--- config.mk ---
export PLATFORM = sky130hd
export DESIGN_NAME = lr_shift_reduce_parser
export DESIGN_NICKNAME = d
export VERILOG_FILES = /design/src/lrsr_pkg.sv /design/src/lrsr_ram.sv /design/src/lrsr_ctrl.sv /design/src/lrsr_datapath.sv /design/src/lr_shift_reduce_parser.sv
export VERILOG_INCLUDE_DIRS = /design/src /design/src/src
export SDC_FILE = /design/constraint.sdc
export NUM_CORES = 1
export LEC_CHECK = 0
export BUFFER_PORTS_ARGS = -buffer_cell sky130_fd_sc_hd__buf_2
export CAP_MARGIN = 10
export CORE_ASPECT_RATIO = 1.5
export CORE_UTILIZATION = 35
export CTS_CLUSTER_DIAMETER = 200
export DETAILED_ROUTE_END_ITERATION = 7
export PLACE_DENSITY_LB_ADDON = 0.2
export SETUP_SLACK_MARGIN = 0.5
export SLEW_MARGIN = 40
export SYNTH_ARGS = -nofsm -noshare
export SYNTH_HDL_FRONTEND = slang
export SYNTH_SLANG_ARGS = --single-unit
--- constraint.sdc ---
create_clock -name clk -period 7.04 [get_ports clk]
set_input_delay 0.704 -clock clk [delete_from_list [all_inputs] [get_ports clk]]
set_output_delay 0.704 -clock clk [all_outputs]
set_load 0.02 [all_outputs]
--- src/lr_shift_reduce_parser_defines.svh ---
//------------------------------------------------------------------------------
// LR shift-reduce parser assertion macros
// Shared concurrent assertion forms, clocked on clk and disabled in reset.
//------------------------------------------------------------------------------
`ifndef LR_SHIFT_REDUCE_PARSER_DEFINES_SVH
`define LR_SHIFT_REDUCE_PARSER_DEFINES_SVH

// Same-cycle implication.
`define LRSR_ASSERT_NOW(lbl, ante, cons, msg) \
    lbl: assert property (@(posedge clk) disable iff (!rst_n) (ante) |-> (cons)) \
        else $error(msg);

// Next-cycle implication.
`define LRSR_ASSERT_NXT(lbl, ante, cons, msg) \
    lbl: assert property (@(posedge clk) disable iff (!rst_n) (ante) |=> (cons)) \
        else $error(msg);

`endif

--- src/lrsr_pkg.sv ---
`timescale 1ns / 1ps
//------------------------------------------------------------------------------
// LR shift-reduce parser package
// Types, widths and the ACTION / GOTO tables for the grammar S->BB, B->aB | b.
//------------------------------------------------------------------------------
`default_nettype none

package lrsr_pkg;

    localparam int STACK_DEPTH = 16;
    localparam int SP_W        = $clog2(STACK_DEPTH);
    localparam int STATE_W     = 4;
    localparam int HEIGHT_W    = 5;
    localparam int RULE_W      = 2;
    localparam int CODE_W      = 3;

    localparam logic [7:0] SYM_B   = 8'h62;   // 'b'
    localparam logic [7:0] SYM_END = 8'h23;   // '#'

    typedef enum logic [CODE_W-1:0] {
        ACT_SHIFT    = 3'd0,
        ACT_REDUCE   = 3'd1,
        ACT_ACCEPT   = 3'd2,
        ACT_ERROR    = 3'd3,
        ACT_OVERFLOW = 3'd4,
        ACT_IGNORED  = 3'd5
    } action_t;

    typedef enum logic [1:0] {
        COL_A   = 2'd0,
        COL_B   = 2'd1,
        COL_END = 2'd2
    } col_t;

    typedef enum logic [1:0] {
        ENT_ERR    = 2'd0,
        ENT_SHIFT  = 2'd1,
        ENT_REDUCE = 2'd2,
        ENT_ACC    = 2'd3
    } ent_kind_t;

    typedef struct packed {
        ent_kind_t          kind;
        logic [STATE_W-1:0] arg;
    } ent_t;

    typedef enum logic [1:0] {
        S_IDLE = 2'd0,
        S_ACT  = 2'd1,
        S_GOTO = 2'd2
    } state_t;

    // controller -> datapath
    typedef struct packed {
        logic load;   // latch input request
        logic act;    // execute table action
        logic gto;    // finish reduction with goto
    } ctrl_cmd_t;

    // datapath -> controller
    typedef struct packed {
        logic reduce;     // pending action is a legal reduction
        logic out_free;   // output register can take a result
    } dp_status_t;

    function automatic col_t col_of(input logic [7:0] sym);
        col_t c;
        if (sym == SYM_B)
            c = COL_B;
        else if (sym == SYM_END)
            c = COL_END;
        else
            c = COL_A;
        return c;
    endfunction

    function automatic ent_t act_lookup(input logic [STATE_W-1:0] st, input col_t col);
        ent_t e;
        e = '{kind: ENT_ERR, arg: '0};
        case (st)
            4'd0, 4'd3:
            begin
                case (col)
                    COL_A:   e = '{kind: ENT_SHIFT, arg: 4'd3};
                    COL_B:   e = '{kind: ENT_SHIFT, arg: 4'd4};
                    default: e = '{kind: ENT_ERR, arg: '0};
                endcase
            end
            4'd1:
            begin
                case (col)
                    COL_END: e = '{kind: ENT_ACC, arg: '0};
                    default: e = '{kind: ENT_ERR, arg: '0};
                endcase
            end
            4'd2, 4'd6:
            begin
                case (col)
                    COL_A:   e = '{kind: ENT_SHIFT, arg: 4'd6};
                    COL_B:   e = '{kind: ENT_SHIFT, arg: 4'd7};
                    default: e = '{kind: ENT_ERR, arg: '0};
                endcase
            end
            4'd4:
            begin
                case (col)
                    COL_A, COL_B: e = '{kind: ENT_REDUCE, arg: 4'd3};
                    default:      e = '{kind: ENT_ERR, arg: '0};
                endcase
            end
            4'd5:
            begin
                case (col)
                    COL_END: e = '{kind: ENT_REDUCE, arg: 4'd1};
                    default: e = '{kind: ENT_ERR, arg: '0};
                endcase
            end
            4'd7:
            begin
                case (col)
                    COL_END: e = '{kind: ENT_REDUCE, arg: 4'd3};
                    default: e = '{kind: ENT_ERR, arg: '0};
                endcase
            end
            4'd8:
            begin
                case (col)
                    COL_A, COL_B: e = '{kind: ENT_REDUCE, arg: 4'd2};
                    default:      e = '{kind: ENT_ERR, arg: '0};
                endcase
            end
            4'd9:
            begin
                case (col)
                    COL_END: e = '{kind: ENT_REDUCE, arg: 4'd2};
                    default: e = '{kind: ENT_ERR, arg: '0};
                endcase
            end
            default: e = '{kind: ENT_ERR, arg: '0};
        endcase
        return e;
    endfunction

    // lhs: 0 = S, 1 = B
    function automatic logic [STATE_W-1:0] goto_lookup(input logic [STATE_W-1:0] st,
                                                       input logic lhs);
        logic [STATE_W-1:0] g;
        g = '0;
        if (!lhs)
        begin
            if (st == 4'd0)
                g = 4'd1;
        end
        else
        begin
            case (st)
                4'd0:    g = 4'd2;
                4'd2:    g = 4'd5;
                4'd3:    g = 4'd8;
                4'd6:    g = 4'd9;
                default: g = '0;
            endcase
        end
        return g;
    endfunction

    function automatic logic [1:0] rule_len(input logic [RULE_W-1:0] rule);
        logic [1:0] n;
        case (rule)
            2'd1, 2'd2: n = 2'd2;
            default:    n = 2'd1;
        endcase
        return n;
    endfunction

    function automatic logic rule_lhs(input logic [RULE_W-1:0] rule);
        return rule[1];
    endfunction

    function automatic logic [HEIGHT_W-1:0] height_of(input logic [SP_W-1:0] sp);
        logic [SP_W:0] h;
        h = {1'b0, sp} + {{SP_W{1'b0}}, 1'b1};
        return HEIGHT_W'(h);
    endfunction

endpackage

`default_nettype wire

--- src/lrsr_ram.sv ---
`timescale 1ns / 1ps
//------------------------------------------------------------------------------
// Generic RAM
// One write port, one read port with registered read data.
//------------------------------------------------------------------------------
`default_nettype none

module lrsr_ram #(
    parameter int WIDTH = 4,
    parameter int DEPTH = 16
) (
    input  wire logic                     clk,
    input  wire logic                     we,
    input  wire logic [$clog2(DEPTH)-1:0] waddr,
    input  wire logic [WIDTH-1:0]         wdata,
    input  wire logic                     re,
    input  wire logic [$clog2(DEPTH)-1:0] raddr,
    output logic      [WIDTH-1:0]         rdata
);

    logic [WIDTH-1:0] mem_reg [DEPTH];
    logic [WIDTH-1:0] rdata_reg;

    always_ff @(posedge clk)
    begin
        if (we)
            mem_reg[waddr] <= wdata;
        if (re)
            rdata_reg <= mem_reg[raddr];
    end

    assign rdata = rdata_reg;

endmodule

`default_nettype wire

--- src/lrsr_ctrl.sv ---
`timescale 1ns / 1ps
//------------------------------------------------------------------------------
// LR parser controller
// Sequences request intake, table actions and goto steps.
//------------------------------------------------------------------------------
`default_nettype none
`include "lr_shift_reduce_parser_defines.svh"

module lrsr_ctrl (
    input  wire logic                clk,
    input  wire logic                rst_n,
    input  wire logic                in_valid,
    output logic                     in_stall,
    input  wire lrsr_pkg::dp_status_t status,
    output lrsr_pkg::ctrl_cmd_t      cmd
);

    lrsr_pkg::state_t state_reg;
    lrsr_pkg::state_t state_next;

    always_ff @(posedge clk or negedge rst_n)
    begin
        if (!rst_n)
            state_reg <= lrsr_pkg::S_IDLE;
        else
            state_reg <= state_next;
    end

    always_comb
    begin
        state_next = state_reg;
        case (state_reg)
            lrsr_pkg::S_IDLE:
            begin
                if (in_valid)
                    state_next = lrsr_pkg::S_ACT;
            end
            lrsr_pkg::S_ACT:
            begin
                if (status.reduce)
                    state_next = lrsr_pkg::S_GOTO;
                else if (status.out_free)
                    state_next = lrsr_pkg::S_IDLE;
            end
            lrsr_pkg::S_GOTO:
            begin
                if (status.out_free)
                    state_next = lrsr_pkg::S_ACT;
            end
            default: state_next = lrsr_pkg::S_IDLE;
        endcase
    end

    always_comb
    begin
        cmd      = '0;
        in_stall = 1'b1;
        case (state_reg)
            lrsr_pkg::S_IDLE:
            begin
                in_stall = 1'b0;
                cmd.load = in_valid;
            end
            lrsr_pkg::S_ACT:
            begin
                // a reduction only starts the stack read; no result yet
                cmd.act = status.reduce || status.out_free;
            end
            lrsr_pkg::S_GOTO:
            begin
                cmd.gto = status.out_free;
            end
            default:
            begin
                cmd      = '0;
                in_stall = 1'b1;
            end
        endcase
    end

    `LRSR_ASSERT_NXT(a_load_to_act, state_reg == lrsr_pkg::S_IDLE && in_valid,
                     state_reg == lrsr_pkg::S_ACT, "accepted request did not start action")
    `LRSR_ASSERT_NXT(a_reduce_to_goto, cmd.act && status.reduce,
                     state_reg == lrsr_pkg::S_GOTO, "reduction did not enter goto step")
    `LRSR_ASSERT_NXT(a_goto_single, cmd.gto, !cmd.gto, "goto step issued twice in a row")

endmodule

`default_nettype wire

--- src/lrsr_datapath.sv ---
`timescale 1ns / 1ps
//------------------------------------------------------------------------------
// LR parser datapath
// State stack, table lookups and the result register.
//------------------------------------------------------------------------------
`default_nettype none
`include "lr_shift_reduce_parser_defines.svh"

module lrsr_datapath (
    input  wire logic                               clk,
    input  wire logic                               rst_n,
    input  wire lrsr_pkg::ctrl_cmd_t                 cmd,
    output lrsr_pkg::dp_status_t                    status,
    input  wire logic                               kind,
    input  wire logic [7:0]                         symbol_byte,
    output logic                                    out_valid,
    input  wire logic                               out_stall,
    output logic [lrsr_pkg::CODE_W-1:0]             action_code,
    output logic [lrsr_pkg::RULE_W-1:0]             rule_number,
    output logic [lrsr_pkg::STATE_W-1:0]            next_state,
    output logic [lrsr_pkg::HEIGHT_W-1:0]           stack_height,
    output logic                                    last_of_run
);

    localparam int SP_W  = lrsr_pkg::SP_W;
    localparam int ST_W  = lrsr_pkg::STATE_W;

    // request latch
    logic                 kind_reg;
    lrsr_pkg::col_t       col_reg;

    // parser state
    logic [SP_W-1:0]      sp_reg,     sp_next;
    logic [ST_W-1:0]      top_reg,    top_next;
    logic                 halted_reg, halted_next;
    logic [SP_W-1:0]      base_reg,   base_next;
    logic [lrsr_pkg::RULE_W-1:0] rule_reg, rule_next;

    // result register
    logic                 out_valid_reg, out_valid_next;
    lrsr_pkg::action_t    code_reg,   code_next;
    logic [lrsr_pkg::RULE_W-1:0]   rule_out_reg, rule_out_next;
    logic [ST_W-1:0]      nstate_reg, nstate_next;
    logic [lrsr_pkg::HEIGHT_W-1:0] height_reg, height_next;
    logic                 last_reg,   last_next;
    logic                 out_load;

    // stack memory
    logic                 mem_we;
    logic [SP_W-1:0]      mem_waddr;
    logic [ST_W-1:0]      mem_wdata;
    logic                 mem_re;
    logic [ST_W-1:0]      mem_rdata;

    lrsr_pkg::ent_t       ent;
    logic [1:0]           len;
    logic                 too_few;
    logic                 stack_full;
    logic [SP_W-1:0]      sp_inc;
    logic [SP_W-1:0]      base_inc;
    logic [ST_W-1:0]      below;
    logic [ST_W-1:0]      goto_state;

    assign ent        = lrsr_pkg::act_lookup(top_reg, col_reg);
    assign len        = lrsr_pkg::rule_len(ent.arg[lrsr_pkg::RULE_W-1:0]);
    assign too_few    = sp_reg < SP_W'(len);
    assign stack_full = sp_reg == SP_W'(lrsr_pkg::STACK_DEPTH - 1);
    assign sp_inc     = sp_reg + SP_W'(1);
    assign base_inc   = base_reg + SP_W'(1);

    // entry 0 is never written and always reads as state 0
    assign below      = (base_reg == '0) ? '0 : mem_rdata;
    assign goto_state = lrsr_pkg::goto_lookup(below, lrsr_pkg::rule_lhs(rule_reg));

    assign status.reduce   = !kind_reg && !halted_reg && ent.kind == lrsr_pkg::ENT_REDUCE
                             && !too_few;
    assign status.out_free = !out_valid_reg || !out_stall;

    lrsr_ram #(
        .WIDTH (ST_W),
        .DEPTH (lrsr_pkg::STACK_DEPTH)
    ) u_stack (
        .clk   (clk),
        .we    (mem_we),
        .waddr (mem_waddr),
        .wdata (mem_wdata),
        .re    (mem_re),
        .raddr (base_next),
        .rdata (mem_rdata)
    );

    always_comb
    begin
        sp_next       = sp_reg;
        top_next      = top_reg;
        halted_next   = halted_reg;
        base_next     = base_reg;
        rule_next     = rule_reg;
        out_load      = 1'b0;
        code_next     = code_reg;
        rule_out_next = '0;
        nstate_next   = '0;
        height_next   = lrsr_pkg::height_of(sp_reg);
        last_next     = 1'b1;
        mem_we        = 1'b0;
        mem_waddr     = sp_inc;
        mem_wdata     = '0;
        mem_re        = 1'b0;

        if (cmd.act)
        begin
            if (kind_reg)
            begin
                sp_next     = '0;
                top_next    = '0;
                halted_next = 1'b0;
                out_load    = 1'b1;
                code_next   = lrsr_pkg::ACT_IGNORED;
                height_next = lrsr_pkg::height_of('0);
            end
            else if (halted_reg)
            begin
                out_load  = 1'b1;
                code_next = lrsr_pkg::ACT_IGNORED;
            end
            else
            begin
                case (ent.kind)
                    lrsr_pkg::ENT_SHIFT:
                    begin
                        out_load = 1'b1;
                        if (stack_full)
                        begin
                            halted_next = 1'b1;
                            code_next   = lrsr_pkg::ACT_OVERFLOW;
                        end
                        else
                        begin
                            sp_next     = sp_inc;
                            top_next    = ent.arg;
                            mem_we      = 1'b1;
                            mem_waddr   = sp_inc;
                            mem_wdata   = ent.arg;
                            code_next   = lrsr_pkg::ACT_SHIFT;
                            nstate_next = ent.arg;
                            height_next = lrsr_pkg::height_of(sp_inc);
                        end
                    end
                    lrsr_pkg::ENT_REDUCE:
                    begin
                        if (too_few)
                        begin
                            out_load    = 1'b1;
                            halted_next = 1'b1;
                            code_next   = lrsr_pkg::ACT_ERROR;
                        end
                        else
                        begin
                            base_next = sp_reg - SP_W'(len);
                            rule_next = ent.arg[lrsr_pkg::RULE_W-1:0];
                            mem_re    = 1'b1;
                        end
                    end
                    lrsr_pkg::ENT_ACC:
                    begin
                        out_load    = 1'b1;
                        halted_next = 1'b1;
                        code_next   = lrsr_pkg::ACT_ACCEPT;
                    end
                    default:
                    begin
                        out_load    = 1'b1;
                        halted_next = 1'b1;
                        code_next   = lrsr_pkg::ACT_ERROR;
                    end
                endcase
            end
        end
        else if (cmd.gto)
        begin
            sp_next       = base_inc;
            top_next      = goto_state;
            mem_we        = 1'b1;
            mem_waddr     = base_inc;
            mem_wdata     = goto_state;
            out_load      = 1'b1;
            code_next     = lrsr_pkg::ACT_REDUCE;
            rule_out_next = rule_reg;
            nstate_next   = goto_state;
            height_next   = lrsr_pkg::height_of(base_inc);
            last_next     = 1'b0;
        end
    end

    always_comb
    begin
        if (out_load)
            out_valid_next = 1'b1;
        else if (!out_stall)
            out_valid_next = 1'b0;
        else
            out_valid_next = out_valid_reg;
    end

    always_ff @(posedge clk or negedge rst_n)
    begin
        if (!rst_n)
        begin
            sp_reg        <= '0;
            top_reg       <= '0;
            halted_reg    <= 1'b0;
            out_valid_reg <= 1'b0;
        end
        else
        begin
            sp_reg        <= sp_next;
            top_reg       <= top_next;
            halted_reg    <= halted_next;
            out_valid_reg <= out_valid_next;
        end
    end

    always_ff @(posedge clk)
    begin
        if (cmd.load)
        begin
            kind_reg <= kind;
            col_reg  <= lrsr_pkg::col_of(symbol_byte);
        end
        base_reg <= base_next;
        rule_reg <= rule_next;
        if (out_load)
        begin
            code_reg     <= code_next;
            rule_out_reg <= rule_out_next;
            nstate_reg   <= nstate_next;
            height_reg   <= height_next;
            last_reg     <= last_next;
        end
    end

    assign out_valid    = out_valid_reg;
    assign action_code  = code_reg;
    assign rule_number  = rule_out_reg;
    assign next_state   = nstate_reg;
    assign stack_height = height_reg;
    assign last_of_run  = last_reg;

    `LRSR_ASSERT_NXT(a_goto_result, cmd.gto,
                     out_valid_reg && code_reg == lrsr_pkg::ACT_REDUCE && !last_reg,
                     "goto step did not post a reduce result")
    `LRSR_ASSERT_NXT(a_restart_clears, cmd.act && kind_reg,
                     !halted_reg && sp_reg == '0, "restart left stale parser state")
    `LRSR_ASSERT_NXT(a_top_tracks_push, mem_we, top_reg == $past(mem_wdata),
                     "top-of-stack register disagrees with pushed state")

endmodule

`default_nettype wire

--- src/lr_shift_reduce_parser.sv ---
`timescale 1ns / 1ps
//------------------------------------------------------------------------------
// LR(1) shift-reduce parser
// Table-driven parser for S->BB, B->aB | b over a 16-entry state stack.
//------------------------------------------------------------------------------
// One request carries a symbol ('b', '#', anything else is 'a') or a restart.
// The block answers with one result per reduction (last_of_run low) and a
// final shift, accept, syntax error, overflow or ignored/restart result with
// last_of_run high. After accept, error or overflow every symbol is answered
// as ignored until a restart request. A request is latched in idle, each
// reduction takes an action step and a goto step, because the goto step
// needs the stack entry under the popped states and the stack RAM has a
// registered read, and a closing action step ends the request; output
// stalls hold any step that posts a result. One request is in flight at a
// time; a new request is taken as soon as the previous closing result is in
// the output register, even while that result still waits on out_stall. The
// top of stack lives in a register; entry 0 of the stack always reads as
// state 0, so the stack RAM needs no clearing after reset.
//------------------------------------------------------------------------------
`default_nettype none

module lr_shift_reduce_parser (
    input  wire logic                          clk,
    input  wire logic                          rst_n,
    // request channel
    input  wire logic                          in_valid,
    output logic                               in_stall,
    input  wire logic                          kind,
    input  wire logic [7:0]                    symbol_byte,
    // result channel
    output logic                               out_valid,
    input  wire logic                          out_stall,
    output logic [lrsr_pkg::CODE_W-1:0]        action_code,
    output logic [lrsr_pkg::RULE_W-1:0]        rule_number,
    output logic [lrsr_pkg::STATE_W-1:0]       next_state,
    output logic [lrsr_pkg::HEIGHT_W-1:0]      stack_height,
    output logic                               last_of_run
);

    lrsr_pkg::ctrl_cmd_t  cmd;
    lrsr_pkg::dp_status_t status;

    // sequencer: idle -> action -> (goto -> action)* -> idle
    lrsr_ctrl u_ctrl (
        .clk      (clk),
        .rst_n    (rst_n),
        .in_valid (in_valid),
        .in_stall (in_stall),
        .status   (status),
        .cmd      (cmd)
    );

    // stack, table lookups and result register
    lrsr_datapath u_dp (
        .clk          (clk),
        .rst_n        (rst_n),
        .cmd          (cmd),
        .status       (status),
        .kind         (kind),
        .symbol_byte  (symbol_byte),
        .out_valid    (out_valid),
        .out_stall    (out_stall),
        .action_code  (action_code),
        .rule_number  (rule_number),
        .next_state   (next_state),
        .stack_height (stack_height),
        .last_of_run  (last_of_run)
    );

endmodule

`default_nettype wire

==> summary.md, run 1 <==
| Metric | Value |
|---|---|
| Post_cts resized | `0` |
| Critical path's slowest cell | `a22oi_1` |
| Max Freq | `227 MHz` |
| Slew @ Worst Pin | `772 ps` |
| Die width | `102 µm` |
| Vias per inst | `5.69` |
| Synth async-reset ratio | `11.5%` |
| Die Ht | `152 µm` |
| CTS tree | `done` |
| Status | `completed` |
| Starting Density | `35.9%` |
| Nets | `490` |
| Final ANT Viol Nets | `0` |
| HP Class | `in -> async` |
| Area after DPL | `0.00557 mm²` |
| CTS Hold Bufs | `0` |
| Synth Cell Area | `0.00522 mm²` |
| Worst-path fanout max | `11` |
| RSZ-0062 raised after global routing | `false` |
| Cells after synthesis | `448` |
| Antenna cells | `0` |
| Critical Path Source Type | `flop` |
| Crit end category | `flop` |
| Sw frac | `35.1%` |
| Flops & latches, synth | `104` |
| Arrival time at the worst endpoint | `4460 ps` |
| Fin crit period | `4410 ps` |
| Crit-path cells | `xnor2_1 > nor3_1 > a31oi_1 > nor2_1 > a21oi_1 > ha_1 > inv_1 > fa_1 > or3_1 > a21oi_1 > or3_1 > nor2_1 > a22oi_1 > nor2_1` |
| Clock root buffer | `clkbuf_16` |
| Top-area cell type share of the netlist area | `between 50% and 60%` |
| Fill cells | `1382` |
| Synth top area cells | `edfxtp_1, dfrtp_1, o21ai_0` |
| Final period util | `62.6%` |
| RD Place Congestion | `a little over 0.8` |
| Final Setup Violations | `0` |
| Max_cap viols | `0` |
| Max reg flops | `between 60 and 70` |
| Area Overhead vs Synth | `12.4%` |
| Commonest cells in the netlist | `edfxtp_1, o21ai_0, nand3_1, nor2_1, nand2_1` |
| Max incr delay on CP | `~600 ps` |
| Die Area | `0.0154 mm²` |
| Cell taking the most area after synthesis | `edfxtp_1` |
| DRC Markers | `0` |
| Clock Sinks | `104` |
| Crit path kind | `reg -> reg` |
| GR Overflow Total | `0` |
| Most numerous cell in the Yosys netlist | `edfxtp_1` |
| Power share of the sequential group | `43.9%` |
| Register area | `0.00302 mm²` |
| First-pass GRT wire length | `~21000 µm` |
| Clock Skews | `5.64 ps` |
| FP Rows | `54` |
| Yosys warns | `0` |
| Largest net degree at the start of global routing | `34` |
| Area occupied by multi-input gates | `0.00204 mm²` |
| Pwr Density | `299 mW/mm²` |
| DRT iter0 DRCs | `230` |
| Routed via count | `3790` |
| Combinational share of power | `28.4%` |
| Average size of a mapped cell | `11.7 µm²` |
| Cell area after layout | `0.00587 mm²` |
| Fraction of layout cells with a size suffix above 1 | `between 10% and 20%` |
| WP data required | `7090 ps` |
| Drt pass-1 iters | `5` |
| Clk slew on worst S/H paths | `70 ps` |
| Worst skew pair latency | `about 350 ps` |
| CTS Buf Count | `9` |
| Core Area | `between 0.01 and 0.015 mm²` |
| Total wire length | `between 10000 and 15000 µm` |
| Clock share of power | `about 28%` |
| GRT Overall Usage | `19.2%` |
| Vias in the first global route | `3826` |
| Final hold violations | `0` |
| CTS H-tree depth | `3` |
| Ys flop type | `edfxtp_1` |
| Port buffer count | `29` |
| Post-CTS setup buffer count | `0` |
| Cell variety after synth | `66` |
| Delay-heaviest family, CP | `compound AO/OA/AOI/OAI gates` |
| Total negative slack | `0 ps` |
| Buf/Inv on CP | `1` |
| # IOs | `30` |
| Syn nets | `around 470` |
| Slew HR | `47.9%` |
| Max-slew violation count | `0` |
| Clock Path Buffers | `2` |
| Initial antenna violation count | `0` |
| Sequential-to-total area share from yosys stat | `57.9%` |
| Worst path most repeated cell | `nor2_1` |
| Static Leakage | `2.10 nW` |
| Post-synth EDFFs | `88` |
| Internal | `about 1.1 mW` |
| DP HPWL | `9840 µm` |
| Drt wl/cell | `a little over 20 µm` |
| Max IR drop VDD | `0.136 mV` |
| Switching Power | `just over 600 µW` |
-- metal layers --
layer,up-vias,global-route usage (%),part of all wire [%],wire length (µm)
met2,103,34.3,53,7260
met3,29,2.75,3.4,462
met4,0,9.06,3.9,530
met5,-,0,0,0
li1,1779,-,-,-
met1,1879,22.3,40,5430
-- final timing paths --
check	from	end	slack (ps)	depth (start not counted)
min in group clk	kind	u_dp.kind_reg$_DFFE_PP_	530	1
max in group asynchronous	rst_n	u_dp.sp_reg[0]$_DFFE_PN0P_	6560	1
max	u_dp.top_reg[2]$_DFFE_PN0P_	u_dp.u_stack.mem_reg[5][1]$_DFFE_PP_	2630	14
max reg2reg	u_dp.top_reg[2]$_DFFE_PN0P_	u_dp.u_stack.mem_reg[5][1]$_DFFE_PP_	2630	14
min reg2reg	u_ctrl.state_reg[0]$_DFFE_PN0P_	u_ctrl.state_reg[1]$_DFFE_PN0P_	590	1
min	rst_n	u_ctrl.state_reg[0]$_DFFE_PN0P_	240	1
-- kinds of logic after synthesis --
| family | count (synthesis) | share of synthesized area (%) |
|---|---|---|
| AO/OA/AOI/OAI | 128 | 17.3 |
| XOR/XNOR | 12 | 2.01 |
| adder cells (fa/ha/maj) | 14 | 3.40 |
| buffers and inverters | 45 | 4.05 |
| flip-flops | 104 | 57.9 |
| multiplexers | 2 | 0.623 |
| AND/OR/NAND/NOR | 143 | 14.7 |
-- cell type report --
type,count,share of cell area (%)
Multi-Input combinational cell,299,34.7
Clock buffer,9,3.84
Sequential cell,104,51.5
Tap cell,196,4.18
Inverter,16,1.24
Clock inverter,7,1.11
Timing Repair Buffer,35,3.37
-- stage by stage --
| step | hold WS, ps | utilization (%) | total power, mW | setup WS (ps) | std cells |
|---|---|---|---|---|---|
| floorplan | 408 | - | 1.14 | 3250 | 448 |
| global placement | 567 | 38.1 | 1.27 | 2740 | 648 |
| detailed placement | 584 | 38.4 | 1.28 | 2690 | 650 |
| CTS | 247 | 40.4 | 1.76 | 2640 | 666 |
| global route | 267 | 40.4 | 1.84 | 2310 | 666 |
| finish | 240 | 40.4 | 1.75 | 2630 | 666 |
-- placed cells by master (no fill, tap or decap), types with 4 or more instances in the layout --
cell	count
a21o_1	6
a21oi_1	13
a311oi_1	16
a32oi_1	18
buf_2	29
buf_4	4
clkbuf_16	9
dfrtp_1	12
dfxtp_1	4
edfxtp_1	88
ha_1	11
inv_1	13
nand2_1	23
nand3_1	37
nand4_1	4
nor2_1	34
nor3_1	9
nor3b_1	4
o21ai_0	41
xnor2_1	6
xor2_1	6
-- power by group through the flow --
stage | registers (mW) | clock network, mW | logic [mW]
after global placement | 0.780 | 0 | 0.490
final | 0.769 | 0.486 | 0.498
after CTS | 0.767 | 0.495 | 0.500
after global routing | 0.774 | 0.514 | 0.553
after detailed placement | 0.781 | 0 | 0.495
after floorplan | 0.778 | 0 | 0.362
Note: power is estimated with default switching activity, not from simulation.
==> inputs of run 2 (changes only) <==
==> constraint.sdc (replaced) <==
create_clock -name clk -period 4.05 [get_ports clk]
set_input_delay 0.405 -clock clk [delete_from_list [all_inputs] [get_ports clk]]
set_output_delay 0.405 -clock clk [all_outputs]
set_load 0.02 [all_outputs]
==> run 2 against run 1 <==
Effect of this change: clock power up 93%; combinational power up 100%; critical path depth up 1; fmax up 29%; count of clock-buffer cells in the layout unchanged; setup slack worse by 2000 ps; first-iteration DRC count down 3.5%; sequential cell count unchanged; register-to-register slack worse by 2000 ps.
==> summary.md, run 2 (synthesis results as in run 1) <==
| Metric | Value |
|---|---|
| GRT Overall Usage | `19.3% (+0.10 points)` |
| Final period util | `84.7% (+22 points)` |
| RD Place Congestion | `0.843 (+1.3%)` |
| Clock Sinks | `104 (unchanged)` |
| Routed via count | `3902 (+3.0%)` |
| Final hold violations | `0 (unchanged)` |
| Drt pass-1 iters | `5 (unchanged)` |
| Fin crit period | `3430 ps (-978 ps)` |
| Max-slew violation count | `0 (unchanged)` |
| Initial antenna violation count | `0 (unchanged)` |
| Slew HR | `49.5% (+1.6 points)` |
| Status | `completed` |
| Port buffer count | `29 (unchanged)` |
| WP depth | `15 (+1)` |
| Max reg flops | `64 (unchanged)` |
| Final Setup Violations | `0 (unchanged)` |
| Hold slack final | `226 ps (-14.5 ps)` |
| Starting Density | `35.9% (unchanged)` |
| First-pass GRT wire length | `21500 µm (+0.58%)` |
| Drt wl/cell | `20.7 µm (+0.52%)` |
| Die Ht | `152 µm (unchanged)` |
| Largest net degree at the start of global routing | `34 (unchanged)` |
| Hold_sp | `kind` |
| Worst Hold Path EP | `u_dp.kind_reg$_DFFE_PP_` |
| Area Overhead vs Synth | `18.8%` |
| Crit path kind | `reg -> reg` |
| # IOs | `30 (unchanged)` |
| Core Area | `0.0145 mm² (unchanged)` |
| Die Area | `0.0154 mm² (unchanged)` |
| Total negative slack | `0 ps (unchanged)` |
| DP HPWL | `9830 µm (-0.11%)` |
| Clock Path Buffers | `2 (unchanged)` |
| Max_cap viols | `0 (unchanged)` |
| R2r setup slk | `620 ps (-2010 ps)` |
| Final ANT Viol Nets | `0 (unchanged)` |
| CTS H-tree depth | `3 (unchanged)` |
| Most frequent cells in the layout | `edfxtp_1, nand3_1, buf_2, nor2_1, buf_4` |
| Crit-path cells | `xnor2_2 > nor3_1 > a31oi_1 > nor2_1 > a21oi_2 > ha_1 > inv_1 > fa_2 > or3_4 > a31oi_2 > buf_12 > o21ai_1 > a32oi_1 > nand3_1 > nand4_1` |
| FP Rows | `54 (unchanged)` |
| Clock root buffer | `clkbuf_16` |
| Antenna cells | `0 (unchanged)` |
| RSZ-0062 raised after global routing | `false` |
| Clock Skews | `6.68 ps (+1.04 ps)` |
| Hold Path Stages | `1` |
| GR Overflow Total | `0 (unchanged)` |
| R2R cell count | `15 (+1)` |
| Slew @ Worst Pin | `752 ps (-20.0 ps)` |
| Max incr delay on CP | `470 ps (-130 ps)` |
| Vias in the first global route | `3899 (+1.9%)` |
| Critical Path Source Type | `flop` |
| Delay-heaviest family, CP | `compound AO/OA/AOI/OAI gates` |
| FF-to-FF End | `u_dp.u_stack.rdata[2]$_DFFE_PP_` |
| HP Class | `in -> reg` |
| Nets | `517 (+5.5%)` |
| Vias per inst | `5.63 (-1.1%)` |
| Static Leakage | `2.27 nW (+8.0%)` |
| Total wire length | `14300 µm (+4.6%)` |
| Worst-path fanout max | `32 (+21)` |
| CTS tree | `done` |
| Crit end category | `flop` |
| Commonest non-fill, non-tap cell in the layout | `edfxtp_1` |
| DRC Markers | `0 (unchanged)` |
| Critical path's slowest cell | `dfrtp_2` |
| Die width | `102 µm (unchanged)` |
| DRT iter0 DRCs | `222 (-3.5%)` |
| WP data required | `4270 ps (-2820 ps)` |
| Pwr Density | `529 mW/mm² (+77%)` |
| Max IR drop VDD | `0.275 mV (+100%)` |
| Fraction of layout cells with a size suffix above 1 | `23.1% (+7.8 points)` |
| Clk slew on worst S/H paths | `70 ps (about the same)` |
| Buf/Inv on CP | `2 (+1)` |
| CTS Buf Count | `9 (unchanged)` |
| Arrival time at the worst endpoint | `3650 ps (-810 ps)` |
| Reg2reg start | `u_dp.top_reg[3]$_DFFE_PN0P_` |
| Worst skew pair latency | `350 ps (about the same)` |
| Max Freq | `291 MHz (+29%)` |
run 2: cell types whose count changed in the layout (fill, tap and decap cells not counted), sizes merged:
| cell | previous run | this run |
|---|---|---|
| buf | 35 | 59 |
| bufinv | 0 | 2 |
| clkinv | 5 | 4 |
| clkinvlp | 0 | 1 |
| dlygate4sd3 | 0 | 1 |
| dlymetal6s2s | 0 | 1 |
| inv | 18 | 16 |
| or4 | 1 | 2 |
run 2: worst max-delay path by stage:
stage	slack, ps	start	endpoint
after global routing	480	u_dp.top_reg[1]$_DFFE_PN0P_	u_dp.u_stack.rdata[2]$_DFFE_PP_
final	620	u_dp.top_reg[3]$_DFFE_PN0P_	u_dp.u_stack.rdata[2]$_DFFE_PP_
after CTS	530	u_dp.top_reg[2]$_DFFE_PN0P_	u_dp.u_stack.rdata[0]$_DFFE_PP_
after floorplan	510	u_dp.top_reg[2]$_DFFE_PN0P_	u_dp.u_stack.rdata[0]$_DFFE_PP_
after detailed placement	240	u_dp.top_reg[2]$_DFFE_PN0P_	u_dp.u_stack.mem_reg[8][1]$_DFFE_PP_
after global placement	300	u_dp.top_reg[2]$_DFFE_PN0P_	u_dp.u_stack.rdata[2]$_DFFE_PP_
run 2: cell type report:
type                       instances  area (µm²)
clock buffer                       9         225
clock inverter                     7        93.8
fill                            1376        8330
inverter                          16        72.6
multi-input combinational        300        2110
sequential                       104        3030
tap                              196         245
timing repair buffer              61         429
run 2: power by group:
group / internal (mW) / switching, mW
sequential: 1.25 / 0.0932
combinational: 0.381 / 0.621
clock: 0.542 / 0.394
run 2: through the flow:
step	instances	power (mW)	util [%]	instance area [µm²]	setup slack, ps
6_report	693	3.28	42.7	6200	619
5_1_grt	693	3.43	42.7	6200	475
4_1_cts	682	3.23	41.6	6050	530
3_5_place_dp	662	2.27	39.0	5670	243
3_3_place_gp	661	2.26	38.9	5650	296
2_1_floorplan	448	1.99	-	5240	510
run 2: timing repair:
item / 4_1_cts / 5_1_grt
gates resized for setup: 22 / 26
hold buffers: 1 / 0
setup endpoints to repair: 115 / 58
pin swaps: 3 / 4
setup buffers: 3 / 10
gates cloned: 0 / 1
endpoints found under the hold margin: 12 / 0
run 2: layer usage:
layer	routed length (µm)	up-vias	GRT usage [%]	share of wire, %
li1	-	1830	-	-
met1	5700	1951	21.9	40
met2	7600	95	34.8	53
met3	585	26	2.75	4.1
met4	420	0	9.42	2.9
met5	0	-	0	0
